<file path="src/rtl/core/brfr_pkg.sv">
// ----------------------------------------------------------------------------
// brfr_pkg
// Shared types, codes and helpers of the boot reply frame receiver.
// ----------------------------------------------------------------------------
package brfr_pkg;

    localparam int unsigned CodeWidth    = 4;
    localparam int unsigned KindWidth    = 3;
    localparam int unsigned SeqWidth     = 4;
    localparam int unsigned PayloadWidth = 16;
    localparam int unsigned ByteWidth    = 8;
    localparam int unsigned CfgIdxWidth  = 2;
    localparam int unsigned OutDataWidth = 24;

    typedef logic [KindWidth-1:0] kind_t;

    localparam kind_t KIND_BOOT    = 3'd0;
    localparam kind_t KIND_ACK     = 3'd1;
    localparam kind_t KIND_CRCERR  = 3'd2;
    localparam kind_t KIND_BADSUM  = 3'd3;
    localparam kind_t KIND_UNKNOWN = 3'd4;

    typedef logic [CfgIdxWidth-1:0] cfg_idx_t;

    localparam cfg_idx_t CFG_BOOT_ENTERED = 2'd0;
    localparam cfg_idx_t CFG_ACK          = 2'd1;
    localparam cfg_idx_t CFG_CRC_ERROR    = 2'd2;

    localparam logic [CodeWidth-1:0] BOOT_CODE_RST   = 4'd2;
    localparam logic [CodeWidth-1:0] ACK_CODE_RST    = 4'd3;
    localparam logic [CodeWidth-1:0] CRCERR_CODE_RST = 4'd4;

    typedef enum logic [3:0] {
        PH_ADDR = 4'b0001,
        PH_TYPE = 4'b0010,
        PH_DATA = 4'b0100,
        PH_SUM  = 4'b1000
    } phase_t;

    function automatic kind_t decode_kind(
        input logic [CodeWidth-1:0] frame_type,
        input logic [CodeWidth-1:0] boot_code,
        input logic [CodeWidth-1:0] ack_code,
        input logic [CodeWidth-1:0] crc_code
    );
        kind_t kind;
        if (frame_type == boot_code) begin
            kind = KIND_BOOT;
        end else if (frame_type == ack_code) begin
            kind = KIND_ACK;
        end else if (frame_type == crc_code) begin
            kind = KIND_CRCERR;
        end else begin
            kind = KIND_UNKNOWN;
        end
        return kind;
    endfunction

endpackage

</file>
<file path="src/rtl/core/boot_reply_frame_receiver_unit.sv">
// ----------------------------------------------------------------------------
// boot_reply_frame_receiver_unit
// Deframes bootloader reply frames from a stream of received serial bytes.
// ----------------------------------------------------------------------------
// Usage:
//   s_ channel: one received byte per beat in s_tdata[7:0]. Frames are
//   address, type/sequence, 0..2 payload bytes, checksum.
//   m_ channel: one beat per frame, at the checksum byte (or at the type byte
//   when the type matches no code): kind, sequence and payload.
//   cfg_ port: writes the three type code registers (index 0 boot entered,
//   1 acknowledge, 2 crc error); write only while the block is idle.
// Timing:
//   a byte accepted sits in the input register, and its result (if any)
//   moves from there into the output register once that register is free.
//   One byte per cycle is sustained while m_tready is high; the only loop
//   is the per-byte frame state update.
// Reset and stall:
//   aresetn (synchronous, low) empties both registers, restores the code
//   defaults and starts waiting for an address byte. When m_tready is low
//   with a result held, one more byte may wait in the input register, then
//   s_tready drops until the result is taken.
// ----------------------------------------------------------------------------
module boot_reply_frame_receiver_unit (
    input  logic                             aclk,
    input  logic                             aresetn,
    // fields: rx_byte[7:0]
    input  logic [brfr_pkg::ByteWidth-1:0]   s_tdata,
    input  logic                             s_tvalid,
    output logic                             s_tready,
    // fields: reply_kind[2:0], reply_seq[6:3], reply_payload[22:7], zero[23]
    output logic [brfr_pkg::OutDataWidth-1:0] m_tdata,
    output logic                             m_tvalid,
    input  logic                             m_tready,
    input  logic                             cfg_we,
    input  logic [brfr_pkg::CfgIdxWidth-1:0] cfg_index,
    input  logic [brfr_pkg::CodeWidth-1:0]   cfg_data
);

    logic [brfr_pkg::CodeWidth-1:0] boot_code_reg, ack_code_reg, crc_code_reg;

    logic                             in_valid_reg;
    logic [brfr_pkg::ByteWidth-1:0]   in_byte_reg;

    brfr_pkg::phase_t                 phase_reg, phase_next;
    logic [1:0]                       left_reg, left_next;
    logic [brfr_pkg::ByteWidth-1:0]   sum_reg, sum_next;
    logic [brfr_pkg::CodeWidth-1:0]   type_reg, type_next;
    logic [brfr_pkg::SeqWidth-1:0]    seq_reg, seq_next;
    logic [brfr_pkg::PayloadWidth-1:0] shift_reg, shift_next;

    logic                             out_valid_reg;
    brfr_pkg::kind_t                  kind_reg, kind_next;
    logic [brfr_pkg::SeqWidth-1:0]    oseq_reg, oseq_next;
    logic [brfr_pkg::PayloadWidth-1:0] opay_reg, opay_next;
    logic                             emit;

    logic                             out_free;
    logic                             advance;
    brfr_pkg::kind_t                  kind_dec;
    logic [brfr_pkg::ByteWidth-1:0]   sum_add;

    assign out_free = !out_valid_reg || m_tready;
    assign advance  = in_valid_reg && out_free;
    assign s_tready = !in_valid_reg || out_free;

    assign sum_add  = sum_reg + in_byte_reg;
    assign kind_dec = brfr_pkg::decode_kind(
        (phase_reg == brfr_pkg::PH_TYPE) ? in_byte_reg[3:0] : type_reg,
        boot_code_reg, ack_code_reg, crc_code_reg);

    always_comb begin
        phase_next = phase_reg;
        left_next  = left_reg;
        sum_next   = sum_add;
        type_next  = type_reg;
        seq_next   = seq_reg;
        shift_next = shift_reg;
        emit       = 1'b0;
        kind_next  = kind_dec;
        oseq_next  = seq_reg;
        opay_next  = '0;
        case (phase_reg)
            brfr_pkg::PH_ADDR: begin
                sum_next   = in_byte_reg;
                shift_next = '0;
                left_next  = 2'd0;
                phase_next = brfr_pkg::PH_TYPE;
            end
            brfr_pkg::PH_TYPE: begin
                type_next = in_byte_reg[3:0];
                seq_next  = in_byte_reg[7:4];
                oseq_next = in_byte_reg[7:4];
                case (kind_dec)
                    brfr_pkg::KIND_BOOT: begin
                        left_next  = 2'd2;
                        phase_next = brfr_pkg::PH_DATA;
                    end
                    brfr_pkg::KIND_CRCERR: begin
                        left_next  = 2'd1;
                        phase_next = brfr_pkg::PH_DATA;
                    end
                    brfr_pkg::KIND_ACK: begin
                        left_next  = 2'd0;
                        phase_next = brfr_pkg::PH_SUM;
                    end
                    default: begin
                        emit       = 1'b1;
                        phase_next = brfr_pkg::PH_ADDR;
                    end
                endcase
            end
            brfr_pkg::PH_DATA: begin
                shift_next = {shift_reg[brfr_pkg::PayloadWidth-brfr_pkg::ByteWidth-1:0],
                              in_byte_reg};
                left_next  = left_reg - 2'd1;
                if (left_reg == 2'd1) begin
                    phase_next = brfr_pkg::PH_SUM;
                end
            end
            default: begin
                emit       = 1'b1;
                phase_next = brfr_pkg::PH_ADDR;
                if (sum_add != '0) begin
                    kind_next = brfr_pkg::KIND_BADSUM;
                end else if (kind_dec == brfr_pkg::KIND_BOOT) begin
                    opay_next = shift_reg;
                end else if (kind_dec == brfr_pkg::KIND_CRCERR) begin
                    opay_next = {{(brfr_pkg::PayloadWidth-brfr_pkg::ByteWidth){1'b0}},
                                 shift_reg[brfr_pkg::ByteWidth-1:0]};
                end
            end
        endcase
    end

    always_ff @(posedge aclk) begin
        if (!aresetn) begin
            boot_code_reg <= brfr_pkg::BOOT_CODE_RST;
            ack_code_reg  <= brfr_pkg::ACK_CODE_RST;
            crc_code_reg  <= brfr_pkg::CRCERR_CODE_RST;
        end else if (cfg_we) begin
            case (cfg_index)
                brfr_pkg::CFG_BOOT_ENTERED: boot_code_reg <= cfg_data;
                brfr_pkg::CFG_ACK:          ack_code_reg  <= cfg_data;
                brfr_pkg::CFG_CRC_ERROR:    crc_code_reg  <= cfg_data;
                default: ;
            endcase
        end
    end

    always_ff @(posedge aclk) begin
        if (!aresetn) begin
            in_valid_reg <= 1'b0;
        end else if (s_tready) begin
            in_valid_reg <= s_tvalid;
        end
        if (s_tready && s_tvalid) begin
            in_byte_reg <= s_tdata;
        end
    end

    always_ff @(posedge aclk) begin
        if (!aresetn) begin
            phase_reg <= brfr_pkg::PH_ADDR;
            left_reg  <= '0;
            sum_reg   <= '0;
            type_reg  <= '0;
            seq_reg   <= '0;
            shift_reg <= '0;
        end else if (advance) begin
            phase_reg <= phase_next;
            left_reg  <= left_next;
            sum_reg   <= sum_next;
            type_reg  <= type_next;
            seq_reg   <= seq_next;
            shift_reg <= shift_next;
        end
    end

    always_ff @(posedge aclk) begin
        if (!aresetn) begin
            out_valid_reg <= 1'b0;
        end else if (out_free) begin
            out_valid_reg <= advance && emit;
        end
        if (advance && emit) begin
            kind_reg <= kind_next;
            oseq_reg <= oseq_next;
            opay_reg <= opay_next;
        end
    end

    assign m_tvalid = out_valid_reg;
    assign m_tdata  = {1'b0, opay_reg, oseq_reg, kind_reg};

endmodule

</file>
<file path="config.mk">
export PLATFORM = sky130hd
export DESIGN_NAME = boot_reply_frame_receiver_unit
export DESIGN_NICKNAME = d
export VERILOG_FILES = /design/src/rtl/core/brfr_pkg.sv /design/src/rtl/core/boot_reply_frame_receiver_unit.sv
export SDC_FILE = /design/constraint.sdc
export NUM_CORES = 1
export LEC_CHECK = 0
export ABC_AREA = 1
export BUFFER_PORTS_ARGS = -buffer_cell sky130_fd_sc_hd__buf_4
export CORE_MARGIN = 4
export CORE_UTILIZATION = 25
export CTS_CLUSTER_DIAMETER = 30
export DETAILED_ROUTE_END_ITERATION = 10
export PLACE_DENSITY = 0.47
export SYNTH_ARGS = -nofsm -noshare
export SYNTH_HDL_FRONTEND = slang
export SYNTH_SLANG_ARGS = --single-unit
</file>
<file path="constraint.sdc">
create_clock -name aclk -period 2.6 [get_ports aclk]
set_input_delay 0 -clock aclk [delete_from_list [all_inputs] [get_ports aclk]]
set_output_delay 0 -clock aclk [all_outputs]
set_load 0.01 [all_outputs]
</file>
# Word level (Yosys, flattened, before mapping)
# Index checks and enable logic that the tools add are counted.
# W data, S select, Z words.
[classes] addsub=2 n_mul=0 div_mod_pow=0 n_lt_le_gt_ge=0 eq_ne=13 shifts=0 mux=18 n_bitwise=0 n_reduce_logical=23
[ops] op="$pmux W16 S2" count=1
[ops] op="$mux W16" count=1
[ops] op="$mux W8" count=2
[ops] op="$mux W3" count=5
[ops] op="$eq A4 B4 Y1" count=3
[ops] op="$mux W4" count=3
[ops] op="$pmux W2 S3" count=2
[ops] op="$pmux W4 S3" count=1
[ops] op="$reduce_and A2 Y1" count=5
[ops] op="$add A8 B8 Y8" count=1
[ops] op="$pmux W4 S2" count=1
[ops] op="$reduce_bool A8 Y1" count=1
[ops] op="$reduce_or A3 Y1" count=2
[ops] op="$eq A2 B1 Y1 const B" count=2
[ops] op="$eq A4 B1 Y1 const B" count=1
[ops] op="$eq A4 B2 Y1 const B" count=1
[ops] op="$eq A4 B3 Y1 const B" count=1
[ops] op="$ne A4 B1 Y1 const B" count=1
[ops] op="$reduce_or A2 Y1" count=2
[ops] op="$reduce_or A4 Y1" count=1
[ops] op="$eq A3 B1 Y1 const B" count=1
[ops] op="$eq A3 B2 Y1 const B" count=1
[ops] op="$logic_and A1 B1 Y1" count=3
[ops] op="$logic_not A3 Y1" count=1
[ops] op="other kinds (11)" count=13
[totals] regBits=83 latch_bits=0 ram_bits=0 mem_bits_ro=0 inputBits=19 elab_cells=71 memories=0

# Depth between registers and ports, before layout
[logic_depth] depth_word=11 mapped_depth=16

# Worst setup path before layout
# Ideal clock, no wire load.
[synth_timing] path_kind="reg2reg" from="reg phase_reg[1]" to="reg kind_reg[0], enable pin" setup_time_ps=378 arrival_time_ps=1890 required_time_ps=2222 slack_ps=332 path_stages_with_launch=16 n_path_buf=1 path_cell_list="dfxtp_1 -> inv_2 -> nor2_4 -> nand2_4 -> buf_6 -> nand2_4 -> nand2_1 -> nand2_1 -> nand2_1 -> nand2_1 -> inv_1 -> nand2_2 -> nand3_1 -> nand2_1 -> nand3_1 -> inv_1"
[synth_via] elab_chain_cells=11
[synth_lines] item="start: declaration" line="boot_reply_frame_receiver_unit.sv:44" rtl="brfr_pkg::phase_t phase_reg, phase_next;"
[synth_lines] item="start signal: assignment" line="boot_reply_frame_receiver_unit.sv:163" rtl="phase_reg <= brfr_pkg::PH_ADDR;"
[synth_lines] item="start signal: assignment" line="boot_reply_frame_receiver_unit.sv:170" rtl="phase_reg <= phase_next;"
[synth_lines] item="$eq A4 B2 Y1" line="boot_reply_frame_receiver_unit.sv:68, boot_reply_frame_receiver_unit.sv:82"
[synth_lines] item="$mux W4"
[synth_lines] item="$eq A4 B4 Y1" line="brfr_pkg.sv:51" rtl="end else if (frame_type == crc_code) begin"
[synth_lines] item="$mux W3" line="brfr_pkg.sv:51"
[synth_lines] item="$mux W3" line="brfr_pkg.sv:49" rtl="end else if (frame_type == ack_code) begin"
[synth_lines] item="$mux W3" line="brfr_pkg.sv:47" rtl="if (frame_type == boot_code) begin"
[synth_lines] item="$eq A3 B2 Y1 (tied with other cells)" line="boot_reply_frame_receiver_unit.sv:93" rtl="case (kind_dec)"
[synth_lines] item="$reduce_or A3 Y1 (no source line)"
[synth_lines] item="$mux W1" line="boot_reply_frame_receiver_unit.sv:93"
[synth_lines] item="$pmux W1 S2 *" line="boot_reply_frame_receiver_unit.sv:82" rtl="case (phase_reg)"
[synth_lines] item="$logic_and A1 B1 Y1 *" line="boot_reply_frame_receiver_unit.sv:185" rtl="if (advance && emit) begin"
[synth_lines] item="end signal: assignment" line="boot_reply_frame_receiver_unit.sv:186" rtl="kind_reg <= kind_next;"
[synth_lines] item="end: declaration" line="boot_reply_frame_receiver_unit.sv:52" rtl="brfr_pkg::kind_t kind_reg, kind_next;"
# Mark *: on every way between the ends. The rest lies on a longest branch, timed or not.
# A chain may end at the register's enable or synchronous reset.

# Worst setup path after layout
[layout_timing] from="reg in_byte_reg[0] (netlist bit)" to="reg kind_reg[1], data pin"
[layout_via] elab_chain_cells=7
[layout_lines] item="start: declaration" line="boot_reply_frame_receiver_unit.sv:42" rtl="logic [brfr_pkg::ByteWidth-1:0] in_byte_reg;"
[layout_lines] item="start signal: assignment" line="boot_reply_frame_receiver_unit.sv:157" rtl="in_byte_reg <= s_tdata;"
[layout_lines] item="branches (longest 6 deep; another with $add A8 B8 Y8)"
[layout_lines] item="$mux W3 *" line="boot_reply_frame_receiver_unit.sv:82"
[layout_lines] item="net kind_next[1]" line="boot_reply_frame_receiver_unit.sv:52"
# Mark *: on every way through the listed nets, which the timed path passes.

==> qor.csv <==
stage,metric,value,unit
outcome,outcome,"complete, no violations",
grt,vias in the first global route,3245,
sta,Final period util,92.43,%
die,Rows,45,
place,PortBufs,43,
worst_hold_path,worst hold path depth,2,
route,Via-to-Cell Ratio,4.306,
final_layout,"commonest non-fill, non-tap cell in the layout",nand2_1,
clock_network,CTS Root Cell,clkbuf_16,
sta,Worst Skew,0.008667,ns
place,Final HPWL DP,7141,um
worst_setup_path,critical path's top delay family,simple AND/OR/NAND/NOR gates,
pwr,pwr dens,637.9,nW/um^2
final_layout,Nets,591,
pwr,Tot Pwr,3.263,mW
grt,initial antenna violation count,0,
worst_setup_path,CP Data Required Time,2.70,ns
sta,worst slew pin tran,0.6621,ns
yosys,"Seq/Total Area, Yosys",50.06,%
clock_network,clk slew on worst S/H paths,0.07,ns
clock_network,CTS tree,done,
yosys,Syn Inst Count,488,
job,max-cap viol count,0,
worst_setup_path,CP max FO,3,
die,initial core utilization,25.72,%
route,drt total wl,9671,um
grt,all-layer global routing usage,11.32,%
clock_network,CTS Buffer Depth,2,
clock_network,Clock Sinks,83,
worst_setup_path,Startpoint Class,flip-flop,
sta,min Tclk post-route,2.403,ns
worst_setup_path,Reg2Reg Depth,14,
worst_setup_path,crit path kind,reg -> reg,
worst_hold_path,hold path start,aresetn,
clock_network,Num CTS Buffers,9,
yosys,Synth Area per Inst,8.071,um^2
die,Die H,133.5,um
route,wire length on met3,344,um
route,initial drt markers,230,
sta,post-route setup TNS,0,ns
sta,Fin. Hold Viols,0,
yosys,largest area contributor in the netlist,dfxtp_1,
final_layout,Area Growth Syn to Fin,29.86,%
worst_setup_path,r2r startpoint,in_byte_reg[0]$_DFFE_PP_,
worst_setup_path,r2r setup slk,0.20,ns
yosys,Ys Warns,0,
sta,Final Setup Violations,0,
worst_setup_path,crit-path cells,ha_2 > inv_1 > fa_2 > nand3b_1 > nand2_1 > nand2_1 > nand2_1 > a21oi_1 > xor2_1 > nand3_1 > nor2_4 > nor2_1 > inv_1 > nand2_1,
worst_setup_path,worst flop-to-flop path endpoint,kind_reg[1]$_DFFE_PP_,
route,via count,3354,
final_layout,Antenna diodes,0,
sta,fmax,0.4161,GHz
route,met1 WL,4768,um
route,post-route antenna net violation count,0,
route,Initial DRT Pass Iterations,4,
route,DR DRC count,0,
yosys,syn nets,516,
final_layout,"commonest cells after routing, fill and taps aside","nand2_1 (124), inv_1 (68), buf_4 (61), dfxtp_1 (52), a21oi_1 (43)",
worst_setup_path,WP buf/inv,2,
worst_setup_path,Crit-path slowest cell,edfxtp_1,
die,DIE AREA,17830,um^2
yosys,synthesized flop and latch total,83,
clock_network,Worst-Skew Late Latency,0.34,ns
die,Die X-Extent,133.5,um
pwr,Leakage,2.133,nW
clock_network,H-tree Lvls,3,
final_layout,fraction of layout cells with a size suffix above 1,19.19,%
die,I/O Pins,45,
grt,first-pass GRT wire length,16300,um
yosys,Netlist cell types,32,
sta,RSZ-0062 raised after global routing,false,
route,met2 WL post-DR,4409,um
worst_setup_path,Worst setup EP type,flip-flop,
pwr,Max VDD drop,0.3022,mV
yosys,Syn Std Cell Area,3939,um^2
worst_hold_path,Hold Path Sink,crc_code_reg[2]$_SDFFE_PN1P_,
worst_setup_path,CP arrival,2.50,ns
grt,pin count of the biggest net entering global routing,23,
route,wire per inst,12.41,um
worst_hold_path,Hold Crit Class,in -> reg,
die,Core Region,15310,um^2
sta,relative slew slack,55.52,%
worst_setup_path,peak per-stage delay on the critical path,0.38,ns
place,Routability Congestion,0.8275,
yosys,top cell type's share of synthesized area,26.43,%
route,DR top layer,met4,
yosys,main area contributors after synthesis,"dfxtp_1 (26%), edfxtp_1 (24%), nand2_1 (12%)",
sta,max-slew violation count,0,
worst_setup_path,Most common cell on crit path,nand2_1,
grt,GRT overflow,0,
## logic make-up (layout without fill, tap and decap cells)
logic type / Yosys count / in the layout / synth area share [%]
AOI/OAI and AO/OA: 82 / 82 / 11.15
xor gates and xnor gates: 8 / 8 / 1.779
adders and majority gates: 9 / 9 / 3.050
buffers and inverters: 83 / 163 / 8.481
DFF: 83 / 83 / 50.06
other: 1 / 1 / 0.09521
and+or+nand+nor: 222 / 222 / 25.38
## final cells by class
| cell class | count | area [um^2] |
|---|---|---|
| inverter | 69 | 259.0 |
| multi-input combinational | 322 | 1660 |
| fill | 1616 | 10200 |
| clock buffer | 9 | 225.2 |
| tap | 211 | 264.0 |
| sequential | 83 | 1972 |
| clock inverter | 7 | 96.34 |
| timing repair buffer | 78 | 638.1 |
## cells in the mapped netlist, drive strengths merged
library cell / n
nand2: 135
inv: 69
dfxtp: 52
a21oi: 44
nor2: 41
nand3: 34
edfxtp: 31
o21ai: 26
clkbuf: 8
ha: 8
o211ai: 8
buf: 6
nand3b: 5
xnor2: 5
nor3: 4
xor2: 3
a31oi: 2
o22ai: 2
conb: 1
fa: 1
nand4: 1
nor4: 1
or2: 1
## report_power, final
group	switching, mW	internal [mW]
Sequential	0.0372	1.41
Clock	0.593	0.775
Combinational	0.263	0.184
## routing by layer
layer / GRT usage [%] / up-vias
li1: - / 1727
met4: 3.886 / 0
met5: 0 / -
met2: 17.61 / 55
met1: 15.45 / 1560
met3: 2.681 / 12
## how the worst max path moves through the flow
| stage | cells past startpoint | slack (ns) | to | start |
|---|---|---|---|---|
| after floorplan | 15 | 0.33 | kind_reg[0]$_DFFE_PP_ | phase_reg[1]$_SDFFE_PN0P_ |
| after global placement | 13 | 0.11 | opay_reg[4]$_SDFFCE_PP0P_ | in_byte_reg[0]$_DFFE_PP_ |
| after detailed placement | 13 | 0.04 | opay_reg[2]$_SDFFCE_PP0P_ | in_byte_reg[0]$_DFFE_PP_ |
| after CTS | 13 | 0.02 | opay_reg[2]$_SDFFCE_PP0P_ | in_byte_reg[0]$_DFFE_PP_ |
| after global routing | 14 | 0.02 | kind_reg[1]$_DFFE_PP_ | in_byte_reg[0]$_DFFE_PP_ |
| final | 14 | 0.20 | kind_reg[1]$_DFFE_PP_ | in_byte_reg[0]$_DFFE_PP_ |
## stage by stage
stage	worst slack, ns	instance area [um^2]	util [%]	hold slack, ns	std cells
after CTS	0.02468	5020	32.78	0.002239	770
final	0.1968	5115	33.40	0.01331	779
after floorplan	0.3324	3939	-	0.09887	488
after global routing	0.02294	5115	33.40	0.01353	779
after global placement	0.1142	4538	29.63	0.1833	738
after detailed placement	0.04420	4538	29.63	0.1828	738
## what timing repair did
action / 4_1_cts / 5_1_grt
buffers inserted: 0 / 9
resized for setup: 0 / 8
setup endpoints to repair: 0 / 42
endpoints found under the hold margin: 22 / 0
hold buffers: 16 / 0
(Power assumes the default switching activity.)
